File: src/rtl/sg3_pkg.sv
// ----------------------------------------------------------------------------
// sg3_pkg: shared types and constants for the 3x3 sobel gradient block
// Pixel and register widths, register map codes, window type, config type.
// ----------------------------------------------------------------------------
package sg3_pkg;

   // payload widths
   localparam int PIX_W    = 8;
   localparam int GRAD_W   = 8;
   localparam int DIM_W    = 12;
   localparam int CCOL_W   = 11;
   localparam int SUM_W    = PIX_W + 2;

   // centre tap weight of the sobel kernel
   localparam logic [1:0] CENTER_WEIGHT = 2'd2;

   // register port
   localparam int CSR_ADDR_W = 3;
   localparam int CSR_DATA_W = 32;

   // register index codes (paddr bit 2)
   localparam logic REG_IMAGE_WIDTH  = 1'b0;
   localparam logic REG_IMAGE_HEIGHT = 1'b1;

   // register reset values
   localparam logic [DIM_W-1:0] IMAGE_WIDTH_RST  = 12'd1920;
   localparam logic [DIM_W-1:0] IMAGE_HEIGHT_RST = 12'd1080;

   // frame geometry as programmed
   typedef struct packed {
      logic [DIM_W-1:0] image_width;
      logic [DIM_W-1:0] image_height;
   } cfg_type;

   // two previous window columns: left (two back) and centre (one back)
   typedef struct packed {
      logic [PIX_W-1:0] lt;
      logic [PIX_W-1:0] lm;
      logic [PIX_W-1:0] lb;
      logic [PIX_W-1:0] ct;
      logic [PIX_W-1:0] cm;
      logic [PIX_W-1:0] cb;
   } window_type;

endpackage

File: src/rtl/sg3_kernel.sv
// ----------------------------------------------------------------------------
// sg3_kernel: sobel gradient arithmetic
// Forms both 3x3 gradients from the stored columns and the new right column,
// keeping the low 8 bits of each signed sum.
// ----------------------------------------------------------------------------
module sg3_kernel (
   input  sg3_pkg::window_type               win,
   input  logic [sg3_pkg::PIX_W-1:0]         top,
   input  logic [sg3_pkg::PIX_W-1:0]         mid,
   input  logic [sg3_pkg::PIX_W-1:0]         bot,
   output logic [sg3_pkg::GRAD_W-1:0]        grad_x,
   output logic [sg3_pkg::GRAD_W-1:0]        grad_y
);

   localparam int SW = sg3_pkg::SUM_W;

   logic [SW-1:0] right_sum;
   logic [SW-1:0] left_sum;
   logic [SW-1:0] upper_sum;
   logic [SW-1:0] lower_sum;
   logic [SW-1:0] dx;
   logic [SW-1:0] dy;

   // column sums for the horizontal gradient
   assign right_sum = SW'(top) + SW'(sg3_pkg::CENTER_WEIGHT) * SW'(mid) + SW'(bot);
   assign left_sum  = SW'(win.lt) + SW'(sg3_pkg::CENTER_WEIGHT) * SW'(win.lm) + SW'(win.lb);

   // row sums for the vertical gradient
   assign upper_sum = SW'(win.lt) + SW'(sg3_pkg::CENTER_WEIGHT) * SW'(win.ct) + SW'(top);
   assign lower_sum = SW'(win.lb) + SW'(sg3_pkg::CENTER_WEIGHT) * SW'(win.cb) + SW'(bot);

   // wrap-around differences, low bits kept
   assign dx = right_sum - left_sum;
   assign dy = upper_sum - lower_sum;

   assign grad_x = dx[sg3_pkg::GRAD_W-1:0];
   assign grad_y = dy[sg3_pkg::GRAD_W-1:0];

endmodule

File: config.mk
export PLATFORM = sky130hd
export DESIGN_NAME = sg3_kernel
export DESIGN_NICKNAME = d
export VERILOG_FILES = /design/src/rtl/sg3_pkg.sv /design/src/rtl/sg3_kernel.sv
export SDC_FILE = /design/constraint.sdc
export NUM_CORES = 1
export LEC_CHECK = 0
export ABC_CLOCK_PERIOD_IN_PS = 4000
export BUFFER_PORTS_ARGS = -buffer_cell sky130_fd_sc_hd__buf_4
export CAP_MARGIN = 20
export CORE_UTILIZATION = 46
export DETAILED_ROUTE_END_ITERATION = 8
export GPL_TIMING_DRIVEN = 0
export PLACE_DENSITY = 0.78
export SYNTH_ARGS = -nofsm -noshare
export SYNTH_HDL_FRONTEND = slang
export SYNTH_SLANG_ARGS = --single-unit
File: constraint.sdc
create_clock -name vclk -period 4
set_input_delay 0.2 -clock vclk [all_inputs]
set_output_delay 0.2 -clock vclk [all_outputs]
set_load 0.01 [all_outputs]
**Word-level counts from Yosys, hierarchy flattened**

Index checks and enable logic that the tools add are counted.

- Input port bits: 72
- Output and inout port bits: 16
- Register bits: 0
- Word-level logic and storage cells: 10

- Add/subtract/negate cells: 10

Operator list:

| operator | number |
|---|---|
| $add 8x8->8 | 8 |
| $sub 8x8->8 | 2 |

**Logic depth before layout (Yosys ltp)**

- Depth after elaboration: 3
- Mapped depth: 13
- Mapped depth without buffers: 13

**Worst setup path after synthesis**

Ideal clock, no wire load.

- Path type: input to output
- From: input win[26] (netlist bit)
- To: output grad_x[6] (netlist bit)
- Path slack: 0.720 ns
- Required time: 3.800 ns
- Path buffers: 0
- Stages on the path: 11
- Data arrival time: 3.080 ns
- Path through: inv_1 > fa_1 > fa_1 > inv_1 > fa_1 > inv_1 > ha_1 > a21o_1 > a21o_1 > a2111o_1 > o311ai_1

- Cells in the longest elaborated chain, start to end: 2

RTL lines:

| item | line | text |
|---|---|---|
| start, declared | sg3_kernel.sv:7 | `input sg3_pkg::window_type win,` |
| $add 8x8->8 | sg3_kernel.sv:26 | `assign left_sum = SW'(win.lt) + SW'(sg3_pkg::CENTER_WEIGHT) * SW'(win.lm) + SW'(win.lb);` |
| $sub 8x8->8 | sg3_kernel.sv:33 | `assign dx = right_sum - left_sum;` |
| end, declared | sg3_kernel.sv:11 | `output logic [sg3_pkg::GRAD_W-1:0] grad_x,` |

Every way passes these cells.

**Worst setup path in the final report**

- From: input win[26] (netlist bit)
- To: output grad_x[7] (netlist bit)

The elaborated chain is that of the path after synthesis.

==> qor.yml <==
die:
  initial_core_util_pct: 49.11
  die_area_mm2: 0.004631
  ioPinCount: 88
  rows: 23
  die_x_um: 68.05
  core-area_mm2: 0.004086
  die_h_um: 68.05
logic_synthesis:
  synth.distinct_cells: 20
  syn_nets: 357
  netlist.area_leader.share_pct: 49.88
  syn_avg_cell_area_um2: 9.249
  synth_area_mm2: 0.002007
  synth.most_common_cell: "inv_1"
  ys_top_cells_by_area: "fa_1, inv_1, ha_1, xnor2_1, xnor3_1"
  ys_warn_count: 0
  synth_commonest_cells: "inv_1, fa_1, ha_1"
  ys_seq_area_share_pct: 0
  yosysTopAreaCell: "fa_1"
  synth_cells: 217
cts:
  holdBufCountCts: 0
  cts_resized: 0
  post_cts_buffers: 0
sta:
  fmax_mhz: 279.5
  hold_viol: 0
  max_slew_margin_pct: 78.83
  slew_violations: 0
  setup_tns_ns: 0
  period_minus_slack_ns: 3.578
  rsz0062_at_grt: "false"
  worst_hold_slack_ns: 0.8733
  worst_slew_pin_slew_ns: 0.3136
  post-route-period-util_pct: 89.44
  finalSetupViolations: 0
grt:
  grt_pass1_wl_um: 6313
  antenna_found_initial: 0
  grt_max_degree: 6
  grt.total_usage_pct: 17.98
  grt_pass1_vias: 1666
  grt-ovfl-total: 0
drt:
  wirelength_um: 3694
  wl_per_cell_um: 10.77
  ant_nets: 0
  via_per_inst: 4.484
  dr.pass1.iters: 4
  vias: 1538
  initialDrtViolationCount: 13
  drc_errors: 0
power_and_ir_drop:
  p_per_area_mw_per_mm2: 544.1
  total_leakage_power_nw: 1.568
  p_clk_share_pct: 0
  ir_drop_uv: 331.1
  p_sw_share_pct: 48.57
  p_switching_mw: 0.6977
  pwr-share-comb_pct: 100.0
  p_int_mw: 0.7388
  totalPowerFinal_mw: 1.437
  seqPwrFrac_pct: 0
layout:
  n_clock_buffer: 0
  nets: 435
  areaGrowthSynthToFinish_pct: 31.55
  diodes: 0
  design.seq.count: 0
  fin_area_mm2: 0.002640
  final_util_pct: 64.61
  ff_latch_area_um2: 0
  drive_gt1_share_pct: 26.62
placement:
  io_buffers: 76
  placed_cell_area_mm2: 0.002640
  gp_congestion: 0.8177
  dpl.hpwl_um: 3656
run:
  max_cap_violations: 0
worst_setup_path:
  critPathCaptureType: "output port"
  startpoint_type: "primary input"
  required_ns: 3.80
  worstPathMaxFanout: 3
  arrival_ns: 3.38
  crit_type: "primary input to output port"
run_status:
  outcome: "complete, no violations"
min_path:
  hp-class: "primary input to output port"
power by group through the flow:
| stage | Sequential, mW | Clock [mW] | Combinational [mW] |
|---|---|---|---|
| 2_1_floorplan | 0 | 0 | 0.941 |
| 3_3_place_gp | 0 | 0 | 1.42 |
| 3_5_place_dp | 0 | 0 | 1.46 |
| 4_1_cts | 0 | 0 | 1.46 |
| 5_1_grt | 0 | 0 | 1.64 |
| 6_report | 0 | 0 | 1.44 |
worst max-delay path: stages:
cell and delay (ns):
buf_4 0.08, inv_1 0.07, fa_1 0.51, fa_1 0.54, inv_1 0.05, fa_1 0.53
inv_1 0.07, fa_1 0.47, a211oi_1 0.27, o21bai_1 0.12, a21oi_1 0.19, xnor2_1 0.13
buf_4 0.14
cell usage in the layout (no fill, tap or decap):
| cell type | netlist | routed |
|---|---|---|
| a2111o_1 | 1 | 1 |
| a211oi_1 | 2 | 2 |
| a21o_1 | 4 | 4 |
| a21oi_1 | 7 | 7 |
| buf_4 | 0 | 76 |
| fa_1 | 50 | 50 |
| ha_1 | 18 | 18 |
| inv_1 | 102 | 102 |
| mux2i_1 | 1 | 1 |
| nor2_1 | 1 | 1 |
| nor3_1 | 1 | 1 |
| o2111ai_1 | 1 | 1 |
| o21a_1 | 1 | 1 |
| o21ai_0 | 4 | 4 |
| o21bai_1 | 1 | 1 |
| o311ai_0 | 1 | 1 |
| o311ai_1 | 1 | 1 |
| xnor2_1 | 13 | 13 |
| xnor2_2 | 2 | 2 |
| xnor3_1 | 2 | 2 |
| xor2_1 | 4 | 4 |
kinds of logic (layout without fill, tap and decap cells):
| logic type | Yosys count | in the layout | synth area share [%] |
|---|---|---|---|
| compound gates | 23 | 23 | 7.606 |
| xor+xnor | 21 | 21 | 11.28 |
| fa+ha+maj | 68 | 68 | 61.10 |
| simple gates | 2 | 2 | 0.4360 |
| buf+inv | 102 | 178 | 19.08 |
| mux | 1 | 1 | 0.4988 |
area by class of cell:
cell class         count  area [um2]
inverters            102       382.9
multi-input cells    115        1624
well taps             50       62.56
fillers              383        1446
repair buffers        76       570.5
worst paths after layout:
path / startpoint / to / cells after the start
worst max-delay path: win[26] / grad_x[7] / 13
worst min-delay path: win[25] / grad_y[0] / 4
metal layers:
| layer | vias up | global-route usage [%] | share of wire, % |
|---|---|---|---|
| met4 | 0 | 0.5208 | 0 |
| met2 | 62 | 39.71 | 57 |
| met3 | 0 | 3.167 | 10 |
| li1 | 760 | - | - |
| met1 | 716 | 17.22 | 33 |
| met5 | - | 0 | 0 |
per-stage QoR:
step                      setup WS, ns  std cells
after floorplan                 0.7201        217
after global placement          0.3922        343
after detailed placement        0.3976        343
after CTS                       0.3965        343
after global routing            0.1163        343
final                           0.4224        343
Power figures use the tool's default switching activity.
