===== src/rtl/sg3_pkg.sv =====
// ----------------------------------------------------------------------------
// sg3_pkg: shared types and constants for the 3x3 sobel gradient block
// Pixel and register widths, register map codes, window type, config type.
// ----------------------------------------------------------------------------
package sg3_pkg;

   // payload widths
   localparam int PIX_W    = 8;
   localparam int GRAD_W   = 8;
   localparam int DIM_W    = 12;
   localparam int CCOL_W   = 11;
   localparam int SUM_W    = PIX_W + 2;

   // centre tap weight of the sobel kernel
   localparam logic [1:0] CENTER_WEIGHT = 2'd2;

   // register port
   localparam int CSR_ADDR_W = 3;
   localparam int CSR_DATA_W = 32;

   // register index codes (paddr bit 2)
   localparam logic REG_IMAGE_WIDTH  = 1'b0;
   localparam logic REG_IMAGE_HEIGHT = 1'b1;

   // register reset values
   localparam logic [DIM_W-1:0] IMAGE_WIDTH_RST  = 12'd1920;
   localparam logic [DIM_W-1:0] IMAGE_HEIGHT_RST = 12'd1080;

   // frame geometry as programmed
   typedef struct packed {
      logic [DIM_W-1:0] image_width;
      logic [DIM_W-1:0] image_height;
   } cfg_type;

   // two previous window columns: left (two back) and centre (one back)
   typedef struct packed {
      logic [PIX_W-1:0] lt;
      logic [PIX_W-1:0] lm;
      logic [PIX_W-1:0] lb;
      logic [PIX_W-1:0] ct;
      logic [PIX_W-1:0] cm;
      logic [PIX_W-1:0] cb;
   } window_type;

endpackage


===== src/rtl/sg3_csr.sv =====
// ----------------------------------------------------------------------------
// sg3_csr: configuration registers
// APB-style slave holding image width and height; a write restarts the frame.
// ----------------------------------------------------------------------------
module sg3_csr (
   input  logic                                 clock,
   input  logic                                 reset,
   input  logic                                 csr_psel,
   input  logic                                 csr_penable,
   input  logic                                 csr_pwrite,
   input  logic [sg3_pkg::CSR_ADDR_W-1:0]       csr_paddr,
   input  logic [sg3_pkg::CSR_DATA_W-1:0]       csr_pwdata,
   output logic [sg3_pkg::CSR_DATA_W-1:0]       csr_prdata,
   output logic                                 csr_pready,
   output sg3_pkg::cfg_type                     cfg,
   output logic                                 restart
);

   sg3_pkg::cfg_type cfg_ff;
   logic             wr_en;
   logic             reg_sel;

   assign csr_pready = 1'b1;
   assign wr_en      = csr_psel && csr_penable && csr_pwrite;
   assign reg_sel    = csr_paddr[2];

   // register writes
   always_ff @(posedge clock) begin
      if (reset) begin
         cfg_ff.image_width  <= sg3_pkg::IMAGE_WIDTH_RST;
         cfg_ff.image_height <= sg3_pkg::IMAGE_HEIGHT_RST;
      end else if (wr_en) begin
         case (reg_sel)
            sg3_pkg::REG_IMAGE_WIDTH:
               cfg_ff.image_width <= csr_pwdata[sg3_pkg::DIM_W-1:0];
            sg3_pkg::REG_IMAGE_HEIGHT:
               cfg_ff.image_height <= csr_pwdata[sg3_pkg::DIM_W-1:0];
            default: ;
         endcase
      end
   end

   // read mux
   always_comb begin
      case (reg_sel)
         sg3_pkg::REG_IMAGE_WIDTH:
            csr_prdata = sg3_pkg::CSR_DATA_W'(cfg_ff.image_width);
         sg3_pkg::REG_IMAGE_HEIGHT:
            csr_prdata = sg3_pkg::CSR_DATA_W'(cfg_ff.image_height);
         default:
            csr_prdata = '0;
      endcase
   end

   assign cfg     = cfg_ff;
   assign restart = wr_en;

endmodule


===== config.mk =====
export PLATFORM = sky130hd
export DESIGN_NAME = sg3_csr
export DESIGN_NICKNAME = d
export VERILOG_FILES = /design/src/rtl/sg3_pkg.sv /design/src/rtl/sg3_csr.sv
export SDC_FILE = /design/constraint.sdc
export NUM_CORES = 1
export LEC_CHECK = 0
export ABC_AREA = 1
export BUFFER_PORTS_ARGS = -buffer_cell sky130_fd_sc_hd__buf_2
export CORE_MARGIN = 8
export CORE_UTILIZATION = 39
export DETAILED_ROUTE_END_ITERATION = 10
export PLACE_DENSITY = 0.79
export SYNTH_ARGS = -nofsm -noshare
export SYNTH_HDL_FRONTEND = slang
export SYNTH_SLANG_ARGS = --single-unit
export TNS_END_PERCENT = 1

===== constraint.sdc =====
create_clock -name clock -period 1.1 [get_ports clock]
set_clock_uncertainty 0.05 [all_clocks]
set_input_delay 0.11 -clock clock [delete_from_list [all_inputs] [get_ports clock]]
set_output_delay 0.11 -clock clock [all_outputs]
set_load 0.005 [all_outputs]

[Yosys cells after proc, flatten, opt, wreduce, memory -nomap -nowiden]
Cells that the tools add are included.
Word-level totals
  register bits: 24
  input port bits: 40
  output and inout port bits: 58
  logic and storage cells: 8
Cells by class
  muxes and demuxes: 1
  bitwise operators: 1
  reduce and logical (&&, ||, !) cells: 4
Operators by type and width (count)
  32-bit case mux with 2 select lines: 1
  2-bit AND reduction: 2
  1-bit logical AND: 2
  1-bit inverter: 1

[Longest topological paths before layout]
  word-level depth: 3
  mapped depth: 6

[Worst setup path after synthesis]
Ideal clock, no wire load.
  kind: input to register
  start point: in csr_psel
  end point: reg cfg_ff (netlist bit cfg[15])
  library setup time: 0.113 ns
  data arrival time: 0.671 ns
  required time: 0.937 ns
  setup slack: 0.267 ns
  stages: 6
  cell sequence: nand2_1 nor2_4 buf_4 nand3_1 nand2_1 nor2_1
Between the ends
  longest elaborated chain between the ends: 3
Ends and longest elaborated chain
  from (decl): RTL line sg3_csr.sv:8  | input logic csr_psel,
  1-bit logical AND (2 in series): RTL line sg3_csr.sv:24  | assign wr_en = csr_psel && csr_penable && csr_pwrite;
  via restart: RTL line sg3_csr.sv:16  | output logic restart
  2-bit AND reduction (no source line)
  to (decl): RTL line sg3_csr.sv:19  | sg3_pkg::cfg_type cfg_ff;
The timed path passes the listed nets, and every way through them passes these cells.
A chain may end at the register's enable or synchronous reset.

[Final worst setup path]
  start point: reg cfg_ff (netlist bit cfg[9])
  end point: out csr_prdata[9] (netlist bit)
Between the ends
  longest elaborated chain between the ends: 1
Ends and longest elaborated chain
  32-bit case mux with 2 select lines: RTL line sg3_csr.sv:45  | case (reg_sel)
  to (decl): RTL line sg3_csr.sv:13  | output logic [sg3_pkg::CSR_DATA_W-1:0] csr_prdata,
Every way passes these cells. The select of a mux whose other input is x is not followed.

==> flow_summary.yaml <==
status:
  run_status: "completed"
floorplan:
  initial_core_util_pct: 39.6
  fp.dieW_um: 73.3
  ios: 98
  fp-row-count: 21
  core_area_um2: 3230
  die_h_um: 73.3
  die-area_um2: 5370
drt:
  finalWirelength_um: 3480
  drcViolationCount: 0
  detail-route-antenna-nets: 0
  firstDrtPassIters: 4
  drtIter0Drc: 123
  wl_per_cell_um: 11.2
  vias: 1306
  drt-vias-per-instance: 4.19
timing:
  final-setup-viol-count: 0
  hold_viol_final: 0
  maxSlewViolCount: 0
  finalWorstSetupSlack_ns: 0.0487
  fin_crit_sh_pct: 95.6
  max_clock_freq_ghz: 0.951
  grt_setup_unrepaired: "true"
  fin_crit_ns: 1.05
  fin_setup_tns_ns: 0
clock_network:
  clock-root-buffer: "clkbuf_4"
  cts_sinks: 24
  clock_latency_ns: 0.31
  cts_buffers: 3
  cts_tree: "yes"
  htreeDepth: 1
  clk_pin_slew_worst_paths_ns: 0.13
  cts_buffer_depth: 2
  post_cts_buffers: 0
global_routing:
  busiest_layer: "met2"
  grt_util_all_layers_pct: 12.8
  use_met3_pct: 2.05
  grt_pass1_vias: 1243
  grt_util_met2_pct: 22.4
  grt_overflow: 0
  grt_util_met1_pct: 14.5
  grt_max_degree: 25
  antenna_found_initial: 0
  grt_pass1_wl_um: 5490
logic_synthesis:
  synthesis.area_um2: 1280
  synth_cell_types: 12
  syn_avg_cell_area_um2: 6.37
  synth-seq-cells: 24
  synth_seq_area_share_pct: 37.5
  yosysWarnings: 0
  syn_inst: 201
power_and_ir_drop:
  sw_frac_of_total_pct: 26.8
  clockPowerShare_pct: 26.9
  p_leak_nw: 0.977
  power.density_nw_per_um2: 996
  ir_worst_vdd_mv: 0.394
  internal-power_mw: 1.26
  p_sw_mw: 0.461
  p_seq_share_pct: 53.8
  comb_power_share_pct: 19.3
final_layout:
  largest_reg_flops: 24
  area_growth_pct: 35.0
  finalNetCount: 307
  layout-drive-gt1-share_pct: 35.3
  final_cell_mix: "nand2_1 (70), buf_2 (54), nor2_1 (33)"
  antenna_cells: 0
  stdcell_area_um2: 1730
  final_common_cell: "nand2_1"
setup_path:
  worstRegToRegCells: 2
  startpoint_type: "flip-flop"
  rrSetupSlack_ns: 0.46
  critPathCapture: "csr_prdata[9]"
  worstPathCellList: "nand2_1, nand2_1, buf_2"
  rr_endpoint: "cfg[7]"
  cp.arrival_ns: 0.89
  slowest_stage: "dfxtp_2"
  cpPeakStageDelay_ns: 0.36
  cp_max_fo: 3
  crit_type: "reg -> out"
  r2r_start: "cfg[7]"
  critPathLaunch: "cfg[9]"
  critPathRequiredTime_ns: 0.94
  cp-end-kind: "primary output"
  path_common_cell: "nand2_1"
placement:
  pre_cts_ws_ns: 0.0601
  routabilityCongestion: 0.762
  dpl_cell_area_um2: 1590
  place_hpwl_um: 2650
  port_buffers: 54
worst_hold_path:
  hold_class: "in -> reg"
  hold_depth: 5
job:
  maxCapViolations: 0
==> cell families after synthesis <==
group / after synthesis / synth area share, %
other: 2 / 0.587
buffers and inverters: 44 / 20.2
AND/OR/NAND/NOR: 131 / 41.6
flip-flops: 24 / 37.5
==> cells in the mapped netlist <==
cell type	number	share of area, %
buf_2	3	1.2
buf_4	24	14
clkbuf_1	3	0.88
conb_1	2	0.59
dfxtp_1	24	38
inv_1	13	3.8
inv_2	1	0.29
nand2_1	71	21
nand3_1	25	9.8
nor2_1	33	9.7
nor2_2	1	0.49
nor2_4	1	0.88
==> worst min-delay path by stage <==
stage / startpoint / end
2_1_floorplan: csr_pwdata[10] / cfg[10]
3_3_place_gp: csr_pwdata[7] / cfg[19]
3_5_place_dp: csr_pwdata[7] / cfg[19]
4_1_cts: csr_pwdata[11] / cfg[23]
5_1_grt: csr_pwdata[0] / cfg[0]
6_report: csr_pwdata[1] / cfg[13]
==> what timing repair did <==
item / CTS / global route
hold buffers: 7 / 0
gates resized for setup: 0 / 22
setup endpoints to repair: 0 / 12
hold endpoints to repair: 8 / 0
==> through the flow <==
step / utilization (%) / power, mW / hold slack [ns] / std cells
final: 53.5 / 1.72 / 0.0734 / 312
after global routing: 53.5 / 1.82 / 0.0827 / 312
after floorplan: - / 1.15 / 0.186 / 220
after CTS: 52.6 / 1.73 / 0.0652 / 312
after detailed placement: 49.3 / 1.25 / 0.292 / 301
after global placement: 49.3 / 1.25 / 0.285 / 301
==> power by group through the flow <==
stage	Clock, mW	Combinational [mW]	Sequential, mW
global placement	0	0.307	0.939
finish	0.463	0.332	0.926
global route	0.507	0.378	0.931
floorplan	0	0.211	0.943
detailed placement	0	0.312	0.941
CTS	0.480	0.333	0.921
==> routing by layer <==
metal	up-vias	part of all wire [%]	wire length, um
li1	696	-	-
met5	-	0	0
met2	48	49	1720
met1	556	42	1450
met4	0	2.1	72
met3	6	6.9	240
==> area by class of cell <==
cell class,count,area (um2)
Clock buffer,4,36.3
Fill cell,327,1500
Inverter,14,52.6
Multi-Input combinational cell,152,614
Sequential cell,24,507
Tap cell,46,57.6
Timing Repair Buffer,72,460
==> critical path, delay by kind of cell (launching register included) <==
family / cells / cell delay [ns]
and+or+nand+nor: 2 / 0.12
DFF: 1 / 0.36
buffers and inverters: 1 / 0.11
Power figures use the tool's default switching activity.
